===== src/gaussian_frequency_mask_generator_defines.svh =====
// Assertion macros shared by the mask generator RTL.
// No dependencies; included by files that carry concurrent assertions.
`ifndef GAUSSIAN_FREQUENCY_MASK_GENERATOR_DEFINES_SVH
`define GAUSSIAN_FREQUENCY_MASK_GENERATOR_DEFINES_SVH

// Same-cycle implication, sampled on clk and quiet during reset.
`define GFM_ASSERT_IMP(lbl, ante, cons, msg) \
  lbl: assert property (@(posedge clk) disable iff (rst) (ante) |-> (cons)) else $error(msg);

// Next-cycle implication, sampled on clk and quiet during reset.
`define GFM_ASSERT_NXT(lbl, ante, cons, msg) \
  lbl: assert property (@(posedge clk) disable iff (rst) (ante) |=> (cons)) else $error(msg);

`endif


===== src/gfm_pkg.sv =====
// Package for the gaussian frequency mask generator: codes, widths, tag type.
// No dependencies; imported by every module of the block.
package gfm_pkg;

  // Filter mode codes.
  typedef enum logic [1:0] {
    MODE_LOW  = 2'd0,
    MODE_HIGH = 2'd1,
    MODE_BAND = 2'd2,
    MODE_OFF  = 2'd3
  } mode_t;

  // Register indexes of the configuration port.
  localparam logic [2:0] REG_FILTER_MODE   = 3'd0;
  localparam logic [2:0] REG_IMAGE_WIDTH   = 3'd1;
  localparam logic [2:0] REG_IMAGE_HEIGHT  = 3'd2;
  localparam logic [2:0] REG_CUTOFF_RADIUS = 3'd3;
  localparam logic [2:0] REG_BAND_WIDTH    = 3'd4;

  // How the final Q30 value of an item is chosen.
  typedef enum logic [1:0] {
    KIND_CALC = 2'd0,
    KIND_ONE  = 2'd1,
    KIND_ZERO = 2'd2
  } kind_t;

  localparam int OFF_W        = 20;
  localparam int N_W          = 60;
  localparam int D_W          = 55;
  localparam int R_W          = 60;
  localparam int DS_W         = 59;
  localparam int T_W          = 34;
  localparam int X_W          = 30;
  localparam int P_W          = 31;
  localparam int NSH_W        = 5;
  localparam int DIV_STEPS    = 34;
  localparam int LN_STEPS     = 5;
  localparam int HORNER_TERMS = 12;

  localparam logic [P_W-1:0] Q_ONE   = P_W'(1) << 30;
  localparam logic [X_W-1:0] LN2_Q30 = 30'd744261118;

  // Side information that travels with each request down the chain.
  typedef struct packed {
    logic             valid;
    kind_t            kind;
    logic             high;
    logic [OFF_W-1:0] offset;
  } tag_t;

endpackage


===== src/gfm_horner_cell.sv =====
// One Horner term of exp(-r): p = 1 - ((r*p) >> 30) / K over three stages.
// Depends on gfm_pkg; chained in the top level.
module gfm_horner_cell import gfm_pkg::*; #(
  parameter int K = 1
) (
  input  logic             clk,
  input  logic             rst,
  input  tag_t             tag_i,
  input  logic [X_W-1:0]   r_i,
  input  logic [P_W-1:0]   p_i,
  input  logic [NSH_W-1:0] n_i,
  output tag_t             tag_o,
  output logic [X_W-1:0]   r_o,
  output logic [P_W-1:0]   p_o,
  output logic [NSH_W-1:0] n_o
);

  localparam logic [P_W-1:0] RECIP = P_W'((64'd1 << 30) / K);

  logic [60:0]      prod;
  tag_t             tag_a;
  logic [X_W-1:0]   x_a;
  logic [X_W-1:0]   r_a;
  logic [NSH_W-1:0] n_a;

  logic [60:0]      y;
  tag_t             tag_b;
  logic [60:0]      y_b;
  logic [X_W-1:0]   x_b;
  logic [X_W-1:0]   r_b;
  logic [NSH_W-1:0] n_b;

  logic [X_W-1:0]   q0;
  logic [X_W-1:0]   rem_c;
  logic [X_W-1:0]   q;

  // Stage a: product of r and the running term, back to Q30.
  assign prod = 61'(r_i) * 61'(p_i);

  always_ff @(posedge clk) begin
    tag_a <= rst ? '0 : tag_i;
    x_a   <= prod[59:30];
    r_a   <= r_i;
    n_a   <= n_i;
  end

  // Stage b: estimate of x / K through the reciprocal; it may fall short by one.
  assign y = 61'(x_a) * 61'(RECIP);

  always_ff @(posedge clk) begin
    tag_b <= rst ? '0 : tag_a;
    y_b   <= y;
    x_b   <= x_a;
    r_b   <= r_a;
    n_b   <= n_a;
  end

  // Stage c: correct the estimate and form the next term.
  assign q0    = y_b[59:30];
  assign rem_c = x_b - X_W'(q0 * X_W'(K));
  assign q     = (rem_c >= X_W'(K)) ? (q0 + X_W'(1)) : q0;

  always_ff @(posedge clk) begin
    tag_o <= rst ? '0 : tag_b;
    r_o   <= r_b;
    p_o   <= Q_ONE - P_W'(q);
    n_o   <= n_b;
  end

endmodule

===== config.mk =====
export PLATFORM = sky130hd
export DESIGN_NAME = gfm_horner_cell
export DESIGN_NICKNAME = d
export VERILOG_FILES = /design/src/gaussian_frequency_mask_generator_defines.svh /design/src/gfm_pkg.sv /design/src/gfm_horner_cell.sv
export SDC_FILE = /design/constraint.sdc
export NUM_CORES = 2
export LEC_CHECK = 0
export ABC_AREA = 1
export ABC_CLOCK_PERIOD_IN_PS = 17900
export BUFFER_PORTS_ARGS = -buffer_cell sky130_fd_sc_hd__buf_2
export CAP_MARGIN = 20
export CORE_UTILIZATION = 31
export CTS_BUF_LIST = sky130_fd_sc_hd__clkbuf_4
export DETAILED_ROUTE_END_ITERATION = 8
export GPL_TIMING_DRIVEN = 0
export PLACE_DENSITY = 0.48
export SLEW_MARGIN = 20
export SYNTH_ARGS = -nofsm -noshare
export SYNTH_HDL_FRONTEND = slang
export SYNTH_SLANG_ARGS = --single-unit

===== constraint.sdc =====
create_clock -name clk -period 17.9 [get_ports clk]
set_input_delay 0 -clock clk [delete_from_list [all_inputs] [get_ports clk]]
set_output_delay 0 -clock clk [all_outputs]
set_load 0.005 [all_outputs]

==> impl_metrics.ini <==
[status]
status = complete, no violations

[clock_network]
cts_htree_levels = 3
cts-buffers-inserted = 71
clock_insertion_delay_worst_skew_ps = 980
cts_max_path_buffers = 3
path_clk_slew_ps = 60
clockRootBuffer = clkbuf_4
post-cts-setup-buffer-count = 0
tritoncts_num_sinks = 268
cts_tree = done

[synth]
synth_area_per_cell_sq_um = 8.02
netlist.top_cell.by_area = fa_1
yosysUniqueCellTypes = 36
yosys_warnings = 0
synthCells = 4783
post_synth_instance_area_sq_um = 38400
yosys_register_bits = 268
synth_enable_flop_cells = 0
dominantRegCellSynth = dfxtp_1
synthesis.nets = 5922
synth.top_cells.by_area = fa_1 42%, inv_1 15%, dfxtp_1 14%, nand2_1 11%, ha_1 7.9%
synth-seq-area-share_pct = 14.0
yosysTopAreaCellShare_pct = 42.1
proportion_of_synthesized_flip_flops_having_asynchronous_set_or_reset_pct = 0

[timing]
tightest_slew_ps = 1210
final_period_minus_worst_setup_slack_ps = 7950
fmax_ghz = 0.126
final-max-slew-violation-count = 0
timing.slew.headroom_pct = 19.1
final_critical_path_setup_slack_ps = 9950
final-hold-violation-count = 0
final.hold.worst_slack_ps = 144
fin_setup_tns_ps = 0
unrepaired_setup_endpoints_after_global_routing = false
finalCritPeriodShare_pct = 44.4
skew_ps = 64.4
timing.final.setup_violations = 0

[die]
die_span_x_microns = 354
die-height_microns = 354
die_area_sq_um = 125000
core_area_sq_um = 122000
initial_utilization_pct = 31.4
boundaryPins = 182
std_cell_rows = 128

[critical_path]
critical_path_arrival_ps = 8760
classification_of_the_worst_setup_path = primary input to register
data_required_critical_path_ps = 18700
worstPathMaxFanout = 10
worst_setup_path_end_kind = register
worst_path_most_repeated_cell = fa_1
critical_path.n_buffers_inverters = 7
crit_slowest_cell = buf_1
crit_path_max_incr_delay_ps = 890
startpoint_type = primary input
worst_path_dominant_cell_family = adder cells

[cells_and_area]
design.final.nets = 6297
area_growth_syn_to_layout_pct = 13.4
filler_cell_count = 13000
post_route_cells_drive_above_1_share_pct = 5.22

[global_route]
grt_antenna_before_repair = 10
grt_pass1_vias = 32300
grt_pass1_wl_mm = 209
grt_usage_pct = 22.9
grt.overflow.total = 0
largest_net_degree_at_the_start_of_global_routing = 14

[routing]
post_drt_wl_per_cell_microns = 20.3
drt_pass1_iterations = 7
detail_route.drc_violations = 0
drt_iter0_drc = 2474
vias = 30600
postRouteWirelength_mm = 139
final_antenna_net_count = 0
post_drt_via_cell_ratio = 4.49

[placed_design]
dp_hpwl_mm = 118
pre_cts_ws_ps = 9670
final_weighted_congestion_of_routability_driven_global_placement = 0.966
io_buffers = 152

[worst_hold_path]
holdCritPathClass = primary input to register

[job]
cap_violations = 0
-- registers in the layout, indices dropped and copies added, names as in the netlist --
signal	flops
n_a	5
n_b	5
n_o	5
p_o	31
r_a	30
r_b	30
r_o	30
tag_a	24
tag_b	24
tag_o	24
x_a	30
y_b	30
-- routing by layer --
layer  GRT usage, %  vias up  wire (microns)
li1               -    14000               -
met1           31.0    15200           60200
met2           36.9     1173           63200
met3           4.13      212           10700
met4           7.32       12            4450
met5              0        -              81
-- timing repair --
item / CTS / global route
hold endpoints to repair: 113 / 0
setup endpoints to repair: 0 / 0
hold buffers: 147 / 0
gates resized for setup: 0 / 0
-- Yosys cell counts, types with 2 or more instances --
| cell | instances |
|---|---|
| inv_1 | 1571 |
| nand2_1 | 1144 |
| fa_1 | 806 |
| dfxtp_1 | 268 |
| ha_1 | 241 |
| nor2_1 | 212 |
| clkbuf_1 | 186 |
| a21oi_1 | 84 |
| nand3_1 | 55 |
| o21ai_0 | 42 |
| xor2_1 | 33 |
| o21bai_1 | 19 |
| nand4_1 | 17 |
| a21o_1 | 16 |
| nor4_1 | 15 |
| nor3_1 | 12 |
| xnor2_1 | 11 |
| inv_2 | 7 |
| a21boi_0 | 5 |
| buf_1 | 5 |
| nand3b_1 | 5 |
| o21ai_1 | 5 |
| a31oi_1 | 3 |
| and3_1 | 3 |
| nor3_2 | 3 |
| o211ai_1 | 3 |
| nand2_2 | 2 |
| o21a_1 | 2 |
-- through the flow --
step	cells	cell area (sq um)	util, %
2_1_floorplan	4783	38400	-
3_3_place_gp	6560	41200	33.7
3_5_place_dp	6562	41200	33.7
4_1_cts	6819	43500	35.6
5_1_grt	6823	43500	35.6
6_report	6825	43500	35.6
-- cell families (layout without fill, tap and decap cells) --
group,count (synthesis),in the layout,share of synthesized area [%]
AO/OA/AOI/OAI,180,180,2.66
XOR/XNOR,44,44,1.00
buffers and inverters,1769,2181,17.3
adder cells (fa/ha/maj),1047,1047,49.9
AND/OR/NAND/NOR,1475,1475,15.1
flip-flops,268,268,14.0
other,0,5,0
-- worst paths after layout --
check,start,to,slack [ps],cells past startpoint
min,p_i[30],x_a[29]$_DFF_P_,140,7
max reg2reg,y_b[30]$_DFF_P_,p_o[28]$_DFF_P_,15870,6
min reg2reg,n_b[1]$_DFF_P_,n_o[1]$_DFF_P_,310,0
max,p_i[1],x_a[27]$_DFF_P_,9950,25
-- layout by cell type, fill, tap and decap left out, types with 89 or more instances in the layout --
cell type      netlist  routed
clkbuf_4             0      89
dlygate4sd3_1        0     147
inv_1             1571    1571
clkbuf_1           186     185
buf_2                0     152
fa_1               806     806
nor2_1             212     212
nand2_1           1144    1144
dfxtp_1            268     268
ha_1               241     241
-- final cells by class --
type,count,area [sq um],share of cell area [%]
inverters,1578,5920,13.6
flip-flops and latches,268,5370,12.3
clock buffers,89,668,1.54
plain buffers,191,718,1.65
well taps,1625,2030,4.67
clock inverters,21,144,0.331
diodes,5,12.5,0.0288
repair buffers,302,2270,5.23
multi-input cells,2746,26400,60.6
-- tightest hold or removal path, delay by kind of cell --
family | cells | cell delay, ps
XOR/XNOR | 3 | 480
AND/OR/NAND/NOR | 3 | 380
buffers and inverters | 1 | 150
Power is left out: the tool's default activity adds up to more than one toggle a clock period on the data nets, which glitch-free logic cannot reach.
