### config.mk
export PLATFORM = sky130hd
export DESIGN_NAME = gfm_prep
export DESIGN_NICKNAME = d
export VERILOG_FILES = /design/src/gaussian_frequency_mask_generator_defines.svh /design/src/gfm_pkg.sv /design/src/gfm_prep.sv
export SDC_FILE = /design/constraint.sdc
export NUM_CORES = 2
export LEC_CHECK = 0
export BUFFER_PORTS_ARGS = -buffer_cell sky130_fd_sc_hd__buf_2
export CAP_MARGIN = 20
export CORE_UTILIZATION = 44
export CTS_CLUSTER_SIZE = 8
export DETAILED_ROUTE_END_ITERATION = 10
export HOLD_SLACK_MARGIN = 0.08
export SLEW_MARGIN = 10
export SYNTH_ARGS = -nofsm -noshare
export SYNTH_HDL_FRONTEND = slang
export SYNTH_SLANG_ARGS = --single-unit
### constraint.sdc
create_clock -name clk -period 21.1 [get_ports clk]
set_clock_uncertainty 0.2 [all_clocks]
set_input_delay 1.055 -clock clk [delete_from_list [all_inputs] [get_ports clk]]
set_output_delay 1.055 -clock clk [all_outputs]
set_load 0.05 [all_outputs]
### src/gaussian_frequency_mask_generator_defines.svh
// Assertion macros shared by the mask generator RTL.
// No dependencies; included by files that carry concurrent assertions.
`ifndef GAUSSIAN_FREQUENCY_MASK_GENERATOR_DEFINES_SVH
`define GAUSSIAN_FREQUENCY_MASK_GENERATOR_DEFINES_SVH

// Same-cycle implication, sampled on clk and quiet during reset.
`define GFM_ASSERT_IMP(lbl, ante, cons, msg) \
  lbl: assert property (@(posedge clk) disable iff (rst) (ante) |-> (cons)) else $error(msg);

// Next-cycle implication, sampled on clk and quiet during reset.
`define GFM_ASSERT_NXT(lbl, ante, cons, msg) \
  lbl: assert property (@(posedge clk) disable iff (rst) (ante) |=> (cons)) else $error(msg);

`endif

### src/gfm_pkg.sv
// Package for the gaussian frequency mask generator: codes, widths, tag type.
// No dependencies; imported by every module of the block.
package gfm_pkg;

  // Filter mode codes.
  typedef enum logic [1:0] {
    MODE_LOW  = 2'd0,
    MODE_HIGH = 2'd1,
    MODE_BAND = 2'd2,
    MODE_OFF  = 2'd3
  } mode_t;

  // Register indexes of the configuration port.
  localparam logic [2:0] REG_FILTER_MODE   = 3'd0;
  localparam logic [2:0] REG_IMAGE_WIDTH   = 3'd1;
  localparam logic [2:0] REG_IMAGE_HEIGHT  = 3'd2;
  localparam logic [2:0] REG_CUTOFF_RADIUS = 3'd3;
  localparam logic [2:0] REG_BAND_WIDTH    = 3'd4;

  // How the final Q30 value of an item is chosen.
  typedef enum logic [1:0] {
    KIND_CALC = 2'd0,
    KIND_ONE  = 2'd1,
    KIND_ZERO = 2'd2
  } kind_t;

  localparam int OFF_W        = 20;
  localparam int N_W          = 60;
  localparam int D_W          = 55;
  localparam int R_W          = 60;
  localparam int DS_W         = 59;
  localparam int T_W          = 34;
  localparam int X_W          = 30;
  localparam int P_W          = 31;
  localparam int NSH_W        = 5;
  localparam int DIV_STEPS    = 34;
  localparam int LN_STEPS     = 5;
  localparam int HORNER_TERMS = 12;

  localparam logic [P_W-1:0] Q_ONE   = P_W'(1) << 30;
  localparam logic [X_W-1:0] LN2_Q30 = 30'd744261118;

  // Side information that travels with each request down the chain.
  typedef struct packed {
    logic             valid;
    kind_t            kind;
    logic             high;
    logic [OFF_W-1:0] offset;
  } tag_t;

endpackage

### src/gfm_prep.sv
// Front end of the mask generator: distance, offset and exponent ratio.
// Depends on gfm_pkg; feeds the first divider cell.
module gfm_prep import gfm_pkg::*; (
  input  logic            clk,
  input  logic            rst,
  input  logic            accept,
  input  logic [9:0]      col,
  input  logic [9:0]      row,
  input  mode_t           filter_mode,
  input  logic [10:0]     image_width,
  input  logic [10:0]     image_height,
  input  logic [10:0]     cutoff_radius,
  input  logic [15:0]     band_width,
  output tag_t            tag_o,
  output logic [R_W-1:0]  rem_o,
  output logic [DS_W-1:0] dsh_o
);

  logic [9:0]  hw;
  logic [9:0]  hh;
  logic [10:0] hw1;

  logic                    v1;
  logic [9:0]              col1;
  logic signed [11:0]      dx1;
  logic signed [11:0]      dy1;
  logic [OFF_W-1:0]        offp1;

  logic                    v2;
  logic [OFF_W-1:0]        off2;
  logic [20:0]             dxx2;
  logic [20:0]             dyy2;
  logic [21:0]             c2_2;
  logic [31:0]             bw2_2;
  logic signed [23:0]      dxsq;
  logic signed [23:0]      dysq;

  logic                    v3;
  logic [OFF_W-1:0]        off3;
  logic [21:0]             d2_3;
  logic [21:0]             c2_3;
  logic [31:0]             bw2_3;

  logic                    v4;
  logic [OFF_W-1:0]        off4;
  logic [21:0]             d2_4;
  logic [21:0]             c2_4;
  logic [21:0]             diff4;
  logic [31:0]             bw2_4;

  logic                    v5;
  logic [OFF_W-1:0]        off5;
  logic [21:0]             d2_5;
  logic [21:0]             c2_5;
  logic [43:0]             sq5;
  logic [53:0]             dbw5;

  kind_t                   kind6;
  logic [N_W-1:0]          num6;
  logic [D_W-1:0]          den6;

  assign hw  = image_width[10:1];
  assign hh  = image_height[10:1];
  assign hw1 = {1'b0, hw} + 11'd1;

  // Stage 1: signed distances from the spectrum center and the row offset product.
  always_ff @(posedge clk) begin
    v1    <= accept && !rst;
    col1  <= col;
    dx1   <= $signed({2'b00, col}) + 12'sd1 - $signed({2'b00, hw});
    dy1   <= $signed({2'b00, row}) + 12'sd1 - $signed({2'b00, hh});
    offp1 <= OFF_W'(row) * OFF_W'(hw1);
  end

  assign dxsq = dx1 * dx1;
  assign dysq = dy1 * dy1;

  // Stage 2: squares of the distances, cutoff and band width.
  always_ff @(posedge clk) begin
    v2    <= v1 && !rst;
    off2  <= offp1 + OFF_W'(col1);
    dxx2  <= dxsq[20:0];
    dyy2  <= dysq[20:0];
    c2_2  <= 22'(cutoff_radius) * 22'(cutoff_radius);
    bw2_2 <= 32'(band_width) * 32'(band_width);
  end

  // Stage 3: squared radius.
  always_ff @(posedge clk) begin
    v3    <= v2 && !rst;
    off3  <= off2;
    d2_3  <= 22'(dxx2) + 22'(dyy2);
    c2_3  <= c2_2;
    bw2_3 <= bw2_2;
  end

  // Stage 4: distance of the squared radius from the squared cutoff.
  always_ff @(posedge clk) begin
    v4    <= v3 && !rst;
    off4  <= off3;
    d2_4  <= d2_3;
    c2_4  <= c2_3;
    diff4 <= (d2_3 >= c2_3) ? (d2_3 - c2_3) : (c2_3 - d2_3);
    bw2_4 <= bw2_3;
  end

  // Stage 5: bandpass numerator and denominator products.
  always_ff @(posedge clk) begin
    v5   <= v4 && !rst;
    off5 <= off4;
    d2_5 <= d2_4;
    c2_5 <= c2_4;
    sq5  <= 44'(diff4) * 44'(diff4);
    dbw5 <= 54'(d2_4) * 54'(bw2_4);
  end

  // Pick the exponent ratio per mode and settle the special cases.
  always_comb begin
    kind6 = KIND_CALC;
    num6  = '0;
    den6  = '0;
    case (filter_mode)
      MODE_LOW, MODE_HIGH: begin
        num6 = N_W'(d2_5);
        den6 = D_W'({c2_5, 1'b0});
        if (d2_5 == '0) begin
          kind6 = KIND_ONE;
        end else if (c2_5 == '0) begin
          kind6 = KIND_ZERO;
        end else if ({5'b0, d2_5} >= {c2_5, 5'b0}) begin
          kind6 = KIND_ZERO;
        end
      end
      MODE_BAND: begin
        num6 = {sq5, 16'b0};
        den6 = {dbw5, 1'b0};
        if (d2_5 == '0) begin
          kind6 = KIND_ZERO;
        end else if (sq5 == '0) begin
          kind6 = KIND_ONE;
        end else if (dbw5 == '0) begin
          kind6 = KIND_ZERO;
        end else if ({sq5, 12'b0} >= {1'b0, dbw5, 1'b0}) begin
          kind6 = KIND_ZERO;
        end
      end
      default: kind6 = KIND_ZERO;
    endcase
  end

  // Stage 6: hand the ratio to the divider with the divisor pre-shifted by four.
  always_ff @(posedge clk) begin
    tag_o.valid  <= v5 && !rst;
    tag_o.kind   <= kind6;
    tag_o.high   <= (filter_mode == MODE_HIGH);
    tag_o.offset <= off5;
    rem_o        <= num6;
    dsh_o        <= {den6, 4'b0};
  end

endmodule

==> run_results.csv <==
group,metric,value,unit
outcome,status,"finished with violations",
outcome,violations,"design-rule violations",
critical_path,path_buf_inv,3,
yosys,ys_seq_elements,679,
clock_tree,cts_tree,"yes",
clock_tree,htree_num_levels,3,
critical_path,start_kind,"flip-flop",
timing,final_max_slew_viol_count,0,
placed_design,placed_cells,10500,
clock_tree,insertion_delay,0.70,ns
yosys,seq_area_frac_synth,17.4,%
grt,grt_overflow_total,0,
placed_design,place_congestion,0.900,
clock_tree,clk_pin_slew,0.05,ns
layout,syn_to_final_growth,8.16,%
detailed_routing,drc_errors,74,
critical_path,critPathMaxFanout,22,
timing,min_period,7.99,ns
yosys,synth_edf_count,0,
yosys,netlist_instances,8131,
critical_path,crit_required,21.50,ns
timing,slew_headroom,23.0,%
detailed_routing,drtAntennaViolNets,0,
yosys,syn_area_per_cell,9.61,sq um
grt,grt_max_degree,59,
floorplan,core_area,0.176,sq mm
grt,gr-usage-all-layers,22.0,%
floorplan,row_count,154,
floorplan,die_w,423,um
timing,worst_pin_slew,1.15,ns
yosys,yosysWarnings,0,
grt,grt_pass1_vias,58200,
layout,drive_above_1_share,5.23,%
clock_tree,ctsResizeCount,0,
detailed_routing,first_pass_iters,8,
critical_path,rrSetupSlack,13.11,ns
detailed_routing,via_per_inst,5.03,
placed_design,port_buffers,209,
layout,layout_commonest_cell,"inv_1",
detailed_routing,drt_iter0_markers,2938,
floorplan,die_area,0.179,sq mm
critical_path,cpLargestDelayFamily,"adder cells",
clock_tree,clockRootBuffer,"clkbuf_16",
clock_tree,cts_setup_buffers,0,
timing,finalHoldViolCount,0,
grt,met1_usage,29.7,%
clock_tree,cts_sinks,679,
critical_path,slowest_delay,1.06,ns
critical_path,endpoint_kind,"flip-flop",
run,drv_cap,0,
layout,final_nets,10600,
grt,grt_use_met3,3.92,%
timing,setup_viol,0,
worst_hold_path,hold_class,"reg -> reg",
critical_path,path_cells,"nand2_1 -> fa_1 -> inv_1 -> fa_1 -> inv_1 -> fa_1 -> inv_1 -> fa_1 -> fa_1 -> fa_1 -> fa_1 -> ha_1 -> a21oi_1 -> o21ai_0 -> nor2_1 -> a21oi_1 -> nand2_1 -> o21bai_1 -> a2111oi_2 -> nor3_1 -> a31oi_1 -> xnor2_1",
yosys,syn_area,0.0782,sq mm
timing,fin_tns_setup,0,ns
grt,top_usage_layer,"met2",
detailed_routing,drt_wl_total,192000,um
timing,min_period_over_period,37.8,%
layout,final_cell_mix,"1,817 x inv_1, 1,446 x fa_1, 810 x ha_1",
timing,fmax,125,MHz
floorplan,start_util,44.3,%
clock_tree,cts_inserted_buffers,98,
detailed_routing,route.vias.total,53300,
critical_path,crit_arrival,8.39,ns
clock_tree,hold_buffers,0,
grt,use_met2,36.1,%
placed_design,dp_hpwl,152000,um
yosys,synth_top_flop_cell,"dfxtp_1",
timing,rsz0062_at_grt,"no",
detailed_routing,avgRoutedWirePerCell,18.1,um
yosys,async_flop_share,0,%
layout,post-route-util,47.9,%
clock_tree,cts_buffer_depth,3,
critical_path,crit_type,"reg -> reg",
floorplan,ios,217,
critical_path,critPathSlowestCell,"dfxtp_1",
critical_path,critPathMostFrequentCell,"fa_1",
yosys,ys_types,80,
floorplan,die_h,423,um
grt,antenna_found_initial,8,
layout,instances_no_fill,10600,
grt,grt_pass1_wl,312000,um
-- per-layer routing --
layer,vias up,part of all wire (%)
met1,26800,44
met4,4,2.8
li1,24700,-
met3,292,6.6
met5,-,0.018
met2,1561,47
-- synthesized netlist by cell type (all sizes together) (15+ instances only) --
| library cell | count | area, sq um |
|---|---|---|
| or2 | 16 | 100 |
| nand3 | 46 | 230 |
| and3 | 25 | 156 |
| nand2 | 808 | 3030 |
| inv | 1817 | 6820 |
| a21o | 106 | 796 |
| and2 | 651 | 4070 |
| nor4 | 38 | 238 |
| nor3 | 44 | 225 |
| o21ai | 167 | 840 |
| nor2b | 88 | 551 |
| nand2b | 48 | 300 |
| o21bai | 30 | 225 |
| fa | 1446 | 28900 |
| a21boi | 15 | 113 |
| a21oi | 222 | 1110 |
| ha | 810 | 10100 |
| nand4 | 34 | 213 |
| dfxtp | 679 | 13600 |
| a31oi | 15 | 93.8 |
| nor2 | 236 | 886 |
| clkbuf | 272 | 1020 |
| xor2 | 86 | 753 |
| o21a | 28 | 210 |
| xnor2 | 215 | 1880 |
| a211oi | 28 | 210 |
-- cell type report --
cell class	count	area [sq um]
multi-input combinational	5364	56700
clock inverter	10	230
antenna	4	10.0
timing repair buffer	273	1640
tap	2340	2930
clock buffer	112	2580
inverter	1817	6820
fill	16500	91800
sequential	679	13600
-- through the flow --
| stage | instance area, sq um | setup slack, ns | hold slack (ns) |
|---|---|---|---|
| floorplan | 78200 | 13.97 | 0.110 |
| global placement | 81500 | 13.04 | 0.110 |
| detailed placement | 81600 | 13.04 | 0.112 |
| CTS | 84400 | 13.01 | 0.117 |
| global route | 84500 | 12.57 | 0.123 |
| finish | 84500 | 13.11 | 0.113 |
-- path summary, 6_finish.rpt --
check | cells after the start | start | end
max | 22 | diff4[2] | sq5[35]
min | 0 | off4[19] | off5[19]
max reg2reg | 22 | diff4[2] | sq5[35]
min reg2reg | 0 | off4[19] | off5[19]
-- cell families after synthesis --
family | count (synthesis) | share of synthesized area [%]
simple gates | 2070 | 13.2
buf+inv | 2101 | 10.1
fa+ha+maj | 2256 | 50.0
compound gates | 705 | 5.72
xor+xnor | 301 | 3.37
other cells | 2 | 0.00961
flops | 679 | 17.4
mux | 17 | 0.229
-- flip-flops by register name (all words and copies together) (netlist names), 20 cells and up --
register,count
off5,20
bw2_4,31
off3,20
c2_5,21
d2_4,22
diff4,22
bw2_2,31
tag_o,24
c2_2,21
bw2_3,31
dbw5,54
off4,20
offp1,20
rem_o,60
sq5,43
c2_3,21
off2,20
dxx2,20
dyy2,20
dsh_o,54
d2_3,22
c2_4,21
d2_5,22
Power is left out: the tool's default activity adds up to more than one toggle a clock period on the data nets, which glitch-free logic cannot reach.
