`src/gaussian_frequency_mask_generator_defines.svh`:
```
// Assertion macros shared by the mask generator RTL.
// No dependencies; included by files that carry concurrent assertions.
`ifndef GAUSSIAN_FREQUENCY_MASK_GENERATOR_DEFINES_SVH
`define GAUSSIAN_FREQUENCY_MASK_GENERATOR_DEFINES_SVH

// Same-cycle implication, sampled on clk and quiet during reset.
`define GFM_ASSERT_IMP(lbl, ante, cons, msg) \
  lbl: assert property (@(posedge clk) disable iff (rst) (ante) |-> (cons)) else $error(msg);

// Next-cycle implication, sampled on clk and quiet during reset.
`define GFM_ASSERT_NXT(lbl, ante, cons, msg) \
  lbl: assert property (@(posedge clk) disable iff (rst) (ante) |=> (cons)) else $error(msg);

`endif

```
`src/gfm_pkg.sv`:
```
// Package for the gaussian frequency mask generator: codes, widths, tag type.
// No dependencies; imported by every module of the block.
package gfm_pkg;

  // Filter mode codes.
  typedef enum logic [1:0] {
    MODE_LOW  = 2'd0,
    MODE_HIGH = 2'd1,
    MODE_BAND = 2'd2,
    MODE_OFF  = 2'd3
  } mode_t;

  // Register indexes of the configuration port.
  localparam logic [2:0] REG_FILTER_MODE   = 3'd0;
  localparam logic [2:0] REG_IMAGE_WIDTH   = 3'd1;
  localparam logic [2:0] REG_IMAGE_HEIGHT  = 3'd2;
  localparam logic [2:0] REG_CUTOFF_RADIUS = 3'd3;
  localparam logic [2:0] REG_BAND_WIDTH    = 3'd4;

  // How the final Q30 value of an item is chosen.
  typedef enum logic [1:0] {
    KIND_CALC = 2'd0,
    KIND_ONE  = 2'd1,
    KIND_ZERO = 2'd2
  } kind_t;

  localparam int OFF_W        = 20;
  localparam int N_W          = 60;
  localparam int D_W          = 55;
  localparam int R_W          = 60;
  localparam int DS_W         = 59;
  localparam int T_W          = 34;
  localparam int X_W          = 30;
  localparam int P_W          = 31;
  localparam int NSH_W        = 5;
  localparam int DIV_STEPS    = 34;
  localparam int LN_STEPS     = 5;
  localparam int HORNER_TERMS = 12;

  localparam logic [P_W-1:0] Q_ONE   = P_W'(1) << 30;
  localparam logic [X_W-1:0] LN2_Q30 = 30'd744261118;

  // Side information that travels with each request down the chain.
  typedef struct packed {
    logic             valid;
    kind_t            kind;
    logic             high;
    logic [OFF_W-1:0] offset;
  } tag_t;

endpackage

```
`src/gfm_div_cell.sv`:
```
// One restoring step of the Q30 long division: one quotient bit per cell.
// Depends on gfm_pkg; chained in the top level.
module gfm_div_cell import gfm_pkg::*; (
  input  logic            clk,
  input  logic            rst,
  input  tag_t            tag_i,
  input  logic [R_W-1:0]  rem_i,
  input  logic [DS_W-1:0] dsh_i,
  input  logic [T_W-1:0]  quo_i,
  output tag_t            tag_o,
  output logic [R_W-1:0]  rem_o,
  output logic [DS_W-1:0] dsh_o,
  output logic [T_W-1:0]  quo_o
);

  logic [R_W-1:0] rem_sh;
  logic           ge;

  // Shift the partial remainder and try the divisor.
  assign rem_sh = {rem_i[R_W-2:0], 1'b0};
  assign ge     = (rem_sh >= R_W'(dsh_i));

  always_ff @(posedge clk) begin
    tag_o <= rst ? '0 : tag_i;
    rem_o <= ge ? (rem_sh - R_W'(dsh_i)) : rem_sh;
    dsh_o <= dsh_i;
    quo_o <= {quo_i[T_W-2:0], ge};
  end

endmodule

```
`config.mk`:
```
export PLATFORM = sky130hd
export DESIGN_NAME = gfm_div_cell
export DESIGN_NICKNAME = d
export VERILOG_FILES = /design/src/gaussian_frequency_mask_generator_defines.svh /design/src/gfm_pkg.sv /design/src/gfm_div_cell.sv
export SDC_FILE = /design/constraint.sdc
export NUM_CORES = 1
export LEC_CHECK = 0
export BUFFER_PORTS_ARGS = -buffer_cell sky130_fd_sc_hd__buf_4
export CORE_AREA = 2 2 140 142
export CTS_CLUSTER_DIAMETER = 120
export CTS_CLUSTER_SIZE = 40
export DETAILED_ROUTE_END_ITERATION = 8
export DIE_AREA = 0 0 142 144
export PLACE_DENSITY = 0.77
export SLEW_MARGIN = 20
export SYNTH_ARGS = -nofsm -noshare
export SYNTH_HDL_FRONTEND = slang
export SYNTH_SLANG_ARGS = --single-unit
```
`constraint.sdc`:
```
create_clock -name clk -period 4.8 [get_ports clk]
set_clock_uncertainty 0.2 [all_clocks]
set_input_delay 0.48 -clock clk [delete_from_list [all_inputs] [get_ports clk]]
set_output_delay 0.48 -clock clk [all_outputs]
set_load 0.005 [all_outputs]
```
==> summary by stage <==
Status
The run finished with clean final reports.

Routing
Before antenna repair, the detailed router went through 5 iterations. The per-cell via count in the routed design is between 5 and 6. The total detailed-routing wirelength is ~29 mm. After detailed routing, the number of remaining DRC violations is 0.

Across all layers, the routed design uses approximately 8400 vias. After detailed routing, the average wire length per cell comes to 17.9 um. The count of antenna-violating nets left after detailed routing is 0. After the first detailed-routing iteration, the DRC count stood at between 500 and 600.

Critical path
The setup path with the least slack is of type in2reg. In this run the worst path has a maximum fanout of slightly above 50. The most critical setup path has its endpoint at rem_o[53]$_DFF_P_. The category of the worst setup path capture point is a flop. The launch point of the worst path is dsh_i[0]. The launching element type of the critical path is a primary input. STA puts the critical path data required time at between 4 and 5 ns. The worst endpoint data arrival time is between 4 and 5 ns.

Clocking
The clock transition at the registers of the reported paths is ~0.090 ns. The total setup buffers inserted after CTS is 0. The clock tree from TritonCTS is built. In this run, CTS created clock tree buffers numbering 17. CTS saw between 150 and 200 sinks.

The cell at the root of the clock tree is sky130_fd_sc_hd__clkbuf_16. The post-cts gate resize count is 0. The H-tree was split into 4 levels. The longest clock path from root to sink contains 2 buffers.

Place
The routability congestion estimate from global placement is ~0.90. The worst slack after detailed placement is about 0.67 ns. The instance area at placement is roughly 12000 um^2. The HPWL after detailed placement is 21.4 mm. The instance count after placement with tap cells included is around 1500. The number of buffer cells added on primary ports is about 350.

Synth
When the netlist entered floorplanning its net count stood at 1149. The number of library cell types mapped by synthesis is 71. The sequential share of the synthesized area is 40.4%.

Yosys mapped a number of flops with a built-in enable equal to 0. In the synthesized netlist, the number of instances is 910. After synthesis the cells add up to ~8800 um^2. For this run, asynchronously set or reset flops after synthesis account for 0%. For this run, the number of Yosys warnings is 0. The total of flip-flops plus latches after synthesis is around 180. The synthesized area divided by synthesized cell count is 9.63 um^2. The most used flip-flop cell after synthesis is sky130_fd_sc_hd__dfxtp_1.

Global route
The number of antenna violations at the first check in global routing is 0. The via count of the first global-routing pass is just over 8000. After global routing the overflow that remains totals 0. Entering global routing, the biggest net connects 52 pins. The first global-routing pass estimated ~43 mm of wire. Global routing used 27.1% of the available tracks.

Die
The starting density of the core is a little under half. Pin placement for this block handled between 300 and 400 I/O pins. The overall die height is 144 um. The die covers 20400 um^2. After floorplanning, the core was divided into a little over 50 placement rows. The floorplan core area is ~19000 um^2.

The x dimension of the die is around 140 um.

Power and ir drop
The cell-internal power is between 0.003 and 0.004 W. Combinational logic burns approximately 29% of the power. The worst-case IR drop observed on VDD is 289 uV. The static leakage is between 6 and 7 nW. The power density relative to cell area is approximately 330 nW/um^2. Of the total power, registers draw between 30% and 40%. In this run switching power makes up a little under a third of total power. The net switching power is 0.00133 W. The clock network accounts for 33.0% of the total power.

Final layout
From synthesis to final layout, the design area changed by 49.2%. The number of diodes added for antenna fixing is 0. The total number of nets in the final design is between 1500 and 2000. The top cell types in the final layout, fill and taps aside, are sky130_fd_sc_hd__buf_4, sky130_fd_sc_hd__dfxtp_1, sky130_fd_sc_hd__dlygate4sd3_1, sky130_fd_sc_hd__inv_1, sky130_fd_sc_hd__a21oi_1. In the final layout, the share of cells above drive strength 1 is about a third. The most common library cell in the layout ignoring fill and taps is sky130_fd_sc_hd__buf_4. The count of filler cells inserted in the layout is ~1500. Summing all non-filler instances in the final layout gives an area of approximately 13000 um^2. The final instance count without filler cells is ~1600.

Timing
The max-slew violation total from the final report is 0. The final number of setup-violating endpoints is 0. The worst path uses about 90% of the clock period. The relative slew slack is approximately 46%. The maximum clock frequency is between 200 and 250 MHz.

The final hold violation count is 0. At the pin with the least slew margin, the transition time is ~0.8 ns. The clock period minus final worst setup slack is about 4.3 ns. Setup total negative slack on the finished layout was measured at 0 ns. The setup slack after layout is 0.494 ns. Setup repair after global routing left no endpoint under its margin.

Flow run
The tool flagged a number of max-cap violations equal to 0.

Min path
The path class of the tightest hold or removal check is in2reg.
-- worst min path at each step --
| stage | depth (start not counted) | endpoint | slack, ns | start |
|---|---|---|---|---|
| floorplan | 0 | dsh_o[0]$_DFF_P_ | 0.31 | dsh_i[0] |
| global placement | 1 | quo_o[31]$_DFF_P_ | 0.38 | quo_i[30] |
| detailed placement | 1 | quo_o[32]$_DFF_P_ | 0.39 | quo_i[31] |
| CTS | 2 | tag_o[12]$_SDFF_PP0_ | 0.03 | tag_i[12] |
| global route | 2 | tag_o[12]$_SDFF_PP0_ | 0.03 | tag_i[12] |
| finish | 2 | tag_o[20]$_SDFF_PP0_ | 0.04 | tag_i[20] |
-- kinds of logic (layout without fill, tap and decap cells) --
logic type	Yosys count	count (layout)	synth area share [%]
DFF	177	177	40.4
xor gates and xnor gates	45	45	4.50
and+or+nand+nor	224	224	12.8
buffers and inverters	101	554	5.51
adders and majority gates	60	60	8.65
muxes	52	52	8.65
AOI/OAI and AO/OA	251	251	19.5
-- synth_stat cells (2+ instances only) --
master | number | area (um^2)
sky130_fd_sc_hd__buf_12 | 4 | 80.1
sky130_fd_sc_hd__xor2_1 | 16 | 140
sky130_fd_sc_hd__a21oi_1 | 71 | 355
sky130_fd_sc_hd__dfxtp_1 | 177 | 3540
sky130_fd_sc_hd__or3_1 | 3 | 18.8
sky130_fd_sc_hd__nand4_1 | 16 | 100
sky130_fd_sc_hd__mux2_4 | 47 | 706
sky130_fd_sc_hd__a211o_1 | 2 | 17.5
sky130_fd_sc_hd__and2_1 | 7 | 43.8
sky130_fd_sc_hd__clkbuf_1 | 15 | 56.3
sky130_fd_sc_hd__a211oi_1 | 8 | 60.1
sky130_fd_sc_hd__and4_1 | 4 | 35.0
sky130_fd_sc_hd__nand2_1 | 67 | 251
sky130_fd_sc_hd__nor3b_1 | 2 | 15.0
sky130_fd_sc_hd__and3_1 | 8 | 50.1
sky130_fd_sc_hd__o21ai_0 | 37 | 185
sky130_fd_sc_hd__nor2b_1 | 29 | 181
sky130_fd_sc_hd__nand3_1 | 18 | 90.1
sky130_fd_sc_hd__mux2i_1 | 3 | 30.0
sky130_fd_sc_hd__a21o_1 | 32 | 240
sky130_fd_sc_hd__o31ai_1 | 8 | 60.1
sky130_fd_sc_hd__o211ai_1 | 15 | 113
sky130_fd_sc_hd__buf_6 | 2 | 22.5
sky130_fd_sc_hd__inv_1 | 74 | 278
sky130_fd_sc_hd__nand2b_1 | 3 | 18.8
sky130_fd_sc_hd__o41ai_2 | 3 | 48.8
sky130_fd_sc_hd__o21a_1 | 14 | 105
sky130_fd_sc_hd__o2111ai_1 | 2 | 17.5
sky130_fd_sc_hd__buf_2 | 3 | 15.0
sky130_fd_sc_hd__a211oi_4 | 2 | 40.0
sky130_fd_sc_hd__xnor2_1 | 29 | 254
sky130_fd_sc_hd__a21boi_0 | 6 | 45.0
sky130_fd_sc_hd__o21bai_1 | 11 | 82.6
sky130_fd_sc_hd__a31oi_1 | 8 | 50.1
sky130_fd_sc_hd__ha_1 | 59 | 738
sky130_fd_sc_hd__nor4_1 | 5 | 31.3
sky130_fd_sc_hd__o21ai_1 | 7 | 35.0
sky130_fd_sc_hd__a21oi_2 | 3 | 26.3
sky130_fd_sc_hd__o31a_1 | 2 | 17.5
sky130_fd_sc_hd__nor2_1 | 47 | 176
sky130_fd_sc_hd__mux2_1 | 2 | 22.5
sky130_fd_sc_hd__nor3_1 | 9 | 45.0
sky130_fd_sc_hd__o22ai_1 | 2 | 12.5
-- power by group through the flow --
stage / clock network (W) / registers [W] / logic, W
floorplan: 0 / 0.00173 / 0.000640
global placement: 0 / 0.00170 / 0.00116
detailed placement: 0 / 0.00171 / 0.00117
CTS: 0.00146 / 0.00167 / 0.00124
global route: 0.00152 / 0.00169 / 0.00135
finish: 0.00144 / 0.00168 / 0.00125
-- routing by layer --
metal | share of wire (%) | track usage [%] | routed length (um) | up-vias
met1 | 41 | 32.4 | 11700 | 3957
li1 | - | - | - | 4094
met5 | 0 | 0 | 0 | -
met2 | 50 | 48.6 | 14500 | 331
met3 | 6.2 | 5.76 | 1780 | 51
met4 | 2.6 | 8.79 | 737 | 0
-- stage by stage --
step	hold slack [ns]	total power, W	utilization [%]
global route	0.0296	0.00456	68.5
detailed placement	0.386	0.00288	60.4
floorplan	0.308	0.00237	-
global placement	0.384	0.00286	60.4
CTS	0.0328	0.00438	68.5
finish	0.0426	0.00436	68.5
-- area by class of cell --
type	instances	area, um^2	area share (%)
clock buffer	17	425	3.25
clock inverter	15	200	1.53
inverter	75	287	2.19
multi-input combinational	632	4740	36.2
sequential	177	3540	27.1
tap	238	298	2.28
timing repair buffer	447	3590	27.4
-- state kept, by name, indices dropped and copies added (netlist names) --
name   count
tag_o     24
quo_o     34
rem_o     60
dsh_o     59
-- what timing repair did --
| item | CTS | global route |
|---|---|---|
| endpoints found under the setup margin | 0 | 0 |
| hold endpoints to repair | 92 | 0 |
| hold buffers | 92 | 0 |
-- critical path, stage by stage --
cell	delay, ns
sky130_fd_sc_hd__dlygate4sd3_1	0.56
sky130_fd_sc_hd__buf_4	0.14
sky130_fd_sc_hd__inv_1	0.07
sky130_fd_sc_hd__fa_1	0.45
sky130_fd_sc_hd__a211oi_1	0.36
sky130_fd_sc_hd__o211ai_1	0.18
sky130_fd_sc_hd__nand3_1	0.15
sky130_fd_sc_hd__a21oi_2	0.10
sky130_fd_sc_hd__o21ai_2	0.25
sky130_fd_sc_hd__a211oi_4	0.13
sky130_fd_sc_hd__nor3_4	0.46
sky130_fd_sc_hd__o21a_4	0.34
sky130_fd_sc_hd__inv_6	0.21
sky130_fd_sc_hd__mux2_4	0.40
No activity file was read; power rests on OpenSTA's default activity.
