<file path="config.mk">
export PLATFORM = sky130hd
export DESIGN_NAME = gfm_lnr_cell
export DESIGN_NICKNAME = d
export VERILOG_FILES = /design/src/gaussian_frequency_mask_generator_defines.svh /design/src/gfm_pkg.sv /design/src/gfm_lnr_cell.sv
export SDC_FILE = /design/constraint.sdc
export NUM_CORES = 1
export LEC_CHECK = 0
export ABC_AREA = 1
export BUFFER_PORTS_ARGS = -buffer_cell sky130_fd_sc_hd__buf_2
export CORE_MARGIN = 3
export CORE_UTILIZATION = 53
export CTS_CLUSTER_DIAMETER = 200
export DETAILED_ROUTE_END_ITERATION = 6
export PLACE_DENSITY = 0.85
export SLEW_MARGIN = 20
export SYNTH_ARGS = -nofsm -noshare
export SYNTH_HDL_FRONTEND = slang
export SYNTH_SLANG_ARGS = --single-unit
</file>
<file path="constraint.sdc">
create_clock -name clk -period 3.9 [get_ports clk]
set_input_delay 0.195 -clock clk [delete_from_list [all_inputs] [get_ports clk]]
set_output_delay 0.195 -clock clk [all_outputs]
set_load 0.005 [all_outputs]
</file>
<file path="src/gaussian_frequency_mask_generator_defines.svh">
// Assertion macros shared by the mask generator RTL.
// No dependencies; included by files that carry concurrent assertions.
`ifndef GAUSSIAN_FREQUENCY_MASK_GENERATOR_DEFINES_SVH
`define GAUSSIAN_FREQUENCY_MASK_GENERATOR_DEFINES_SVH

// Same-cycle implication, sampled on clk and quiet during reset.
`define GFM_ASSERT_IMP(lbl, ante, cons, msg) \
  lbl: assert property (@(posedge clk) disable iff (rst) (ante) |-> (cons)) else $error(msg);

// Next-cycle implication, sampled on clk and quiet during reset.
`define GFM_ASSERT_NXT(lbl, ante, cons, msg) \
  lbl: assert property (@(posedge clk) disable iff (rst) (ante) |=> (cons)) else $error(msg);

`endif

</file>
<file path="src/gfm_pkg.sv">
// Package for the gaussian frequency mask generator: codes, widths, tag type.
// No dependencies; imported by every module of the block.
package gfm_pkg;

  // Filter mode codes.
  typedef enum logic [1:0] {
    MODE_LOW  = 2'd0,
    MODE_HIGH = 2'd1,
    MODE_BAND = 2'd2,
    MODE_OFF  = 2'd3
  } mode_t;

  // Register indexes of the configuration port.
  localparam logic [2:0] REG_FILTER_MODE   = 3'd0;
  localparam logic [2:0] REG_IMAGE_WIDTH   = 3'd1;
  localparam logic [2:0] REG_IMAGE_HEIGHT  = 3'd2;
  localparam logic [2:0] REG_CUTOFF_RADIUS = 3'd3;
  localparam logic [2:0] REG_BAND_WIDTH    = 3'd4;

  // How the final Q30 value of an item is chosen.
  typedef enum logic [1:0] {
    KIND_CALC = 2'd0,
    KIND_ONE  = 2'd1,
    KIND_ZERO = 2'd2
  } kind_t;

  localparam int OFF_W        = 20;
  localparam int N_W          = 60;
  localparam int D_W          = 55;
  localparam int R_W          = 60;
  localparam int DS_W         = 59;
  localparam int T_W          = 34;
  localparam int X_W          = 30;
  localparam int P_W          = 31;
  localparam int NSH_W        = 5;
  localparam int DIV_STEPS    = 34;
  localparam int LN_STEPS     = 5;
  localparam int HORNER_TERMS = 12;

  localparam logic [P_W-1:0] Q_ONE   = P_W'(1) << 30;
  localparam logic [X_W-1:0] LN2_Q30 = 30'd744261118;

  // Side information that travels with each request down the chain.
  typedef struct packed {
    logic             valid;
    kind_t            kind;
    logic             high;
    logic [OFF_W-1:0] offset;
  } tag_t;

endpackage

</file>
<file path="src/gfm_lnr_cell.sv">
// One step of the range reduction t = n*ln2 + r: one bit of n per cell.
// Depends on gfm_pkg; chained in the top level.
module gfm_lnr_cell import gfm_pkg::*; #(
  parameter int SHIFT = 0
) (
  input  logic             clk,
  input  logic             rst,
  input  tag_t             tag_i,
  input  logic [T_W-1:0]   r_i,
  input  logic [NSH_W-1:0] n_i,
  output tag_t             tag_o,
  output logic [T_W-1:0]   r_o,
  output logic [NSH_W-1:0] n_o
);

  localparam logic [T_W-1:0] STEP = T_W'(LN2_Q30) << SHIFT;

  logic ge;

  assign ge = (r_i >= STEP);

  // Subtract ln2 times this bit's weight when it fits.
  always_ff @(posedge clk) begin
    tag_o <= rst ? '0 : tag_i;
    r_o   <= ge ? (r_i - STEP) : r_i;
    n_o   <= n_i | (NSH_W'(ge) << SHIFT);
  end

endmodule

</file>
==> results of run 1 <==
-- path summary, 6_finish.rpt --
kind | endpoint | cells after the start | slack [ns] | from
min | n_o[0]$_DFF_P_ | 2 | 0.03 | n_i[0]
max | r_o[1]$_DFF_P_ | 10 | 1.89 | r_i[24]
-- synthesized netlist by cell type, drive strengths merged --
cell    count
nor3        5
ha          1
nand4       9
o21ai      18
clkinv      1
nor2       85
xnor2       1
dfxtp      63
nand3      32
or2         1
clkbuf      2
nand2     215
nand3b      1
buf         7
inv        80
a21oi       7
xor2       15
-- area by class of cell --
cell class	instances	area, sq um
fillers	566	1750
repair buffers	133	693
well taps	75	93.8
multi-input cells	390	1760
clock inverters	5	57.6
flip-flops and latches	63	1260
inverters	81	304
clock buffers	11	141
-- power by group --
group          internal [uW]  total (uW)  switching, uW
Combinational            118         287            170
Sequential               694         708           13.9
Clock                    311         572            261
-- routing by layer --
layer,track usage,vias up
li1,-,1911
met1,0.354,1659
met2,0.485,181
met3,0.0741,29
met4,0.0992,0
met5,0,-
-- critical path: stages --
cell and delay [ns]:
buf_2 0.14, nor2_2 0.14, nand2_1 0.09, nor2_2 0.14, inv_2 0.06, a21oi_1 0.17
nand3_2 0.64, inv_2 0.55, nand2_1 0.09, nand2_1 0.09
-- state kept, by name, summed over array words and instances (netlist names) --
signal / flops
tag_o: 24
n_o: 5
r_o: 34
-- kinds of logic (layout without fill, tap and decap cells) --
kind of cell / after synthesis / count (layout) / synth area share
simple gates: 348 / 348 / 0.423
xor+xnor: 16 / 16 / 0.0411
flops: 63 / 63 / 0.370
compound gates: 25 / 25 / 0.0499
buf+inv: 90 / 230 / 0.112
fa+ha+maj: 1 / 1 / 0.00367
-- per-stage QoR --
| stage | power (uW) | setup WS [ns] | cells | area, sq um | hold slack [ns] |
|---|---|---|---|---|---|
| finish | 1570 | 1.89 | 758 | 4320 | 0.0289 |
| global route | 1650 | 1.57 | 758 | 4320 | 0.0259 |
| CTS | 1570 | 1.84 | 758 | 4320 | 0.0269 |
| detailed placement | 1000 | 1.49 | 737 | 4070 | 0.299 |
| global placement | 994 | 1.55 | 737 | 4070 | 0.298 |
| floorplan | 873 | 2.56 | 543 | 3410 | 0.223 |
==> metrics.txt, run 1 <==
CTS tree=yes; core footprint=0.00606 sq mm; crit path DAT=2.30 ns; io pins=128; Max Fclk=496 MHz; Worst setup EP type=register; post-synthesis cell type count=27; DR vias/cell=4.99; outcome=completed; CTS resizes=0; Final Util=0.712; per-cell routed wire length=13.5 um; peak supply drop=0.000283 V; syn_nets=609; CP max FO=35; most common cell after layout, fill and taps aside=nand2_1; Hold Path Class=in2reg; largest net degree at the start of global routing=36; drt first-iter violations=212; Leakage=0.00245 uW; Syn Inst Count=543; Max Used Layer=met4; routed wire length on met3=932 um; deepest clock path buffer count=2; most frequent cells in the layout=nand2_1, buf_2, nor2_1; critical path type=in2reg; CTS Hold Bufs=5; final net count=744; FP Rows=28; Fin. Hold Viols=0; Slew @ Worst Pin=0.792 ns; post-route clock period utilization=0.517; Tmin final=2.01 ns; Port Buffers=127; Area Overhead vs Synth=26.7%; unrepaired setup endpoints after global routing=no; critical path required time=4.19 ns; clk root buf=clkbuf_8; Yosys reg bits=63; Post-CTS Setup Bufs=0; vias=3780; Max Cap Viol=0; DIE HEIGHT=86.2 um; Tot GR Track Use=0.287; initial antenna violation count=0; global-route wire length before repair=16800 um; die area=0.00743 sq mm; met1 WL=4190 um; part of the Yosys area used for sequential elements=0.370; wire length on met2=4830 um; layout cells sized above 1=0.268; DIE WIDTH=86.2 um; number of iterations in the first detailed-routing pass=7; Synth top area share=0.370; vias in the first global route=3558; Ant. Diodes=0; Max transition margin=0.472; final setup TNS=0 ns; CTS Sinks=63; fin. max-slew vios=0; synth top area cells=dfxtp_1, nand2_1, nor2_1, inv_1, nand3_1; Routed Antenna Nets=0; H-tree Lvls=3; synth warn=0; cts bufs inserted=9; syn_area_per_cell=6.27 sq um; clock slew at reported path FFs=0.08 ns; Synth Cell Area=0.00341 sq mm; DP Wirelength=8000 um; leading area contributor after synthesis=dfxtp_1; Final GP Congestion=0.946; pwr/cell area=363 mW/mm^2; # DRC=0; gr ovfl total=0; initial core utilization=0.562; launching element type of the critical path=input port; drt total wl=10200 um; final setup fails=0
Power figures use the tool's default switching activity.
==> run 2: changes to the inputs <==
--- a/config.mk
+++ b/config.mk
@@ -5,13 +5,13 @@
 export SDC_FILE = /design/constraint.sdc
 export NUM_CORES = 1
 export LEC_CHECK = 0
-export ABC_AREA = 1
+export ABC_AREA = 0
 export BUFFER_PORTS_ARGS = -buffer_cell sky130_fd_sc_hd__buf_2
 export CORE_MARGIN = 3
-export CORE_UTILIZATION = 53
+export CORE_UTILIZATION = 40
 export CTS_CLUSTER_DIAMETER = 200
 export DETAILED_ROUTE_END_ITERATION = 6
-export PLACE_DENSITY = 0.85
+export PLACE_DENSITY = 0.75
 export SLEW_MARGIN = 20
 export SYNTH_ARGS = -nofsm -noshare
 export SYNTH_HDL_FRONTEND = slang
==> constraint.sdc (replaced) <==
create_clock -name clk -period 1.7 [get_ports clk]
set_input_delay 0.085 -clock clk [delete_from_list [all_inputs] [get_ports clk]]
set_output_delay 0.085 -clock clk [all_outputs]
set_load 0.005 [all_outputs]
==> run 2 against run 1 <==
  * The flow now finishes with violations (negative hold slack)
  * Combinational power grew 110%
  * Cell area is 6.2% lower
  * Critical path type unchanged
  * First-iteration DRC count is 78% lower
  * Critical path depth shrank 2
  * Final cell count shrank 30%
  * Routed wire length shrank 27%
  * Sequential share of layout area up 1.9 points
  * Via count down 33%
==> metrics.txt, run 2 <==
outcome=complete, but fails checks; failing checks=negative hold slack; Commonest cells post-synth=dfxtp_1, nor2b_1, nor2_1; area occupied by registers=0.00126 sq mm; Most flops, register=r_o; unrepaired setup endpoints after global routing=no; Syn Inst Count=240; initial core utilization=0.425; H-tree Lvls=3; synth top area cells=dfxtp_1, xor2_1, nor2b_1, xnor2_1, nor2_1; drt first-iter violations=46; Max transition margin=0.726; CP Cell Sequence=buf_2 -> or3_4 -> or4_1 -> buf_4 -> nand2_1 -> a21oi_1 -> nor2_1 -> xor2_1; DIE HEIGHT=83.4 um; initial antenna violation count=0; Worst path slowest cell=or4_1; Leakage=0.00195 uW; launching element type of the critical path=input port; Worst setup EP type=register; drt total wl=7430 um; Max Fclk=625 MHz; largest net degree at the start of global routing=25; peak supply drop=0.000538 V; cts bufs inserted=9; most frequent cells in the layout=buf_2, dfxtp_1, buf_4; critical path type=in2reg; DR vias/cell=4.78; Port Buffers=127; fin worst setup slack=0.101 ns; Hold Path Class=in2reg; multi-input logic area=0.00112 sq mm; clock slew at reported path FFs=0.07 ns; FFs w/ async S/R, synth=0; deepest clock path buffer count=2; Synth Cell Area=0.00240 sq mm; Post-CTS Setup Bufs=0; DP Wirelength=5200 um; core footprint=0.00564 sq mm; CTS Sinks=63; post-route clock period utilization=0.941; Worst Path Buf+Inv=2; crit path DAT=1.86 ns; global-route wire length before repair=12400 um; Hold Slack=-0.00228 ns; DIE WIDTH=83.4 um; CTS tree=yes; Fin. Hold Viols=1; final setup fails=0; setup slack at placement=-0.305 ns; final net count=518; dominant synthesized flop cell=dfxtp_1; most common cell after layout, fill and taps aside=buf_2; Area Overhead vs Synth=68.9%; top flop regs=r_o x34, tag_o x24, n_o x5; crit-path max cell delay=0.60 ns; pwr/cell area=895 mW/mm^2; fin. max-slew vios=0; per-cell routed wire length=14.0 um; CP max FO=3; syn_nets=306; layout cells sized above 1=0.468; gr ovfl total=0; Routed Antenna Nets=0; most numerous cell in the Yosys netlist=dfxtp_1; Yosys reg bits=63; leading area contributor after synthesis=dfxtp_1; critical path required time=1.96 ns; syn_area_per_cell=9.98 sq um; vias=2528; Slew @ Worst Pin=0.411 ns; io pins=128; synth warn=0; die area=0.00695 sq mm; Tmin final=1.60 ns; EDFF count, synth=0; part of the Yosys area used for sequential elements=0.526; Ant. Diodes=0; CP delay by family, top=simple AND/OR/NAND/NOR gates; Tot GR Track Use=0.221; Max Cap Viol=0; # DRC=0; fill count=420; vias in the first global route=2646; number of flip-flops in the largest register=34; number of iterations in the first detailed-routing pass=4; clk root buf=clkbuf_8; post-synthesis cell type count=42; Synth top area share=0.526; Final GP Congestion=0.903; FP Rows=27; Final Power=3620 uW
## run 2: cell types whose count changed after synthesis, sizes merged, moves of 6 or more
cell    before  now
clkbuf       2    8
inv         80    2
nand2      215   12
nand3       32    7
nor2        85   20
nor2b        0   25
nor4         0    6
o21ai       18    2
or3          0    7
xnor2        1   13
## run 2: cells by family after synthesis
| kind of cell | after synthesis | share of synthesized area |
|---|---|---|
| adders and majority gates | 1 | 0.00522 |
| DFF | 63 | 0.526 |
| AOI/OAI and AO/OA | 25 | 0.0757 |
| xor gates and xnor gates | 31 | 0.113 |
| muxes | 1 | 0.00470 |
| buffers and inverters | 14 | 0.0266 |
| and+or+nand+nor | 105 | 0.248 |
## run 2: final timing paths
kind | startpoint | end | slack, ns | cells past startpoint
setup / recovery | r_i[13] | r_o[18]$_DFF_P_ | 0.10 | 8
hold / removal | tag_i[4] | tag_o[4]$_SDFF_PP0_ | -0.002 | 2
## run 2: cell type report
type	instances	share of cell area
Sequential cell	63	0.312
Clock inverter	6	0.0210
Inverter	2	0.00185
Clock buffer	10	0.0315
Timing Repair Buffer	213	0.336
Tap cell	72	0.0223
Multi-Input combinational cell	163	0.276
## run 2: per-layer routing
layer,GRT usage,vias up,wire (um)
met1,0.244,1168,3050
met3,0.0704,15,573
met4,0.0817,0,154
met2,0.394,112,3650
li1,-,1233,-
met5,0,-,0
## run 2: through the flow
stage	hold slack [ns]	util	setup TNS (ns)	cell area [sq um]	std cells
finish	-0.00228	0.717	0	4050	529
global route	0.00511	0.717	0	4050	529
CTS	0.00738	0.711	0	4010	529
detailed placement	0.189	0.619	-6.48	3490	482
global placement	0.187	0.619	-5.43	3490	482
floorplan	0.113	-	-0.0383	2410	240
## run 2: timing repair
action	in CTS	in global routing
hold endpoints to repair	31	0
gates resized for setup	1	7
endpoints found under the setup margin	10	19
hold buffers	31	0
## run 2: report_power, final
group | internal [uW] | switching, uW
registers | 1600 | 29.4
logic | 340 | 258
clock network | 820 | 578
total | 2760 | 866
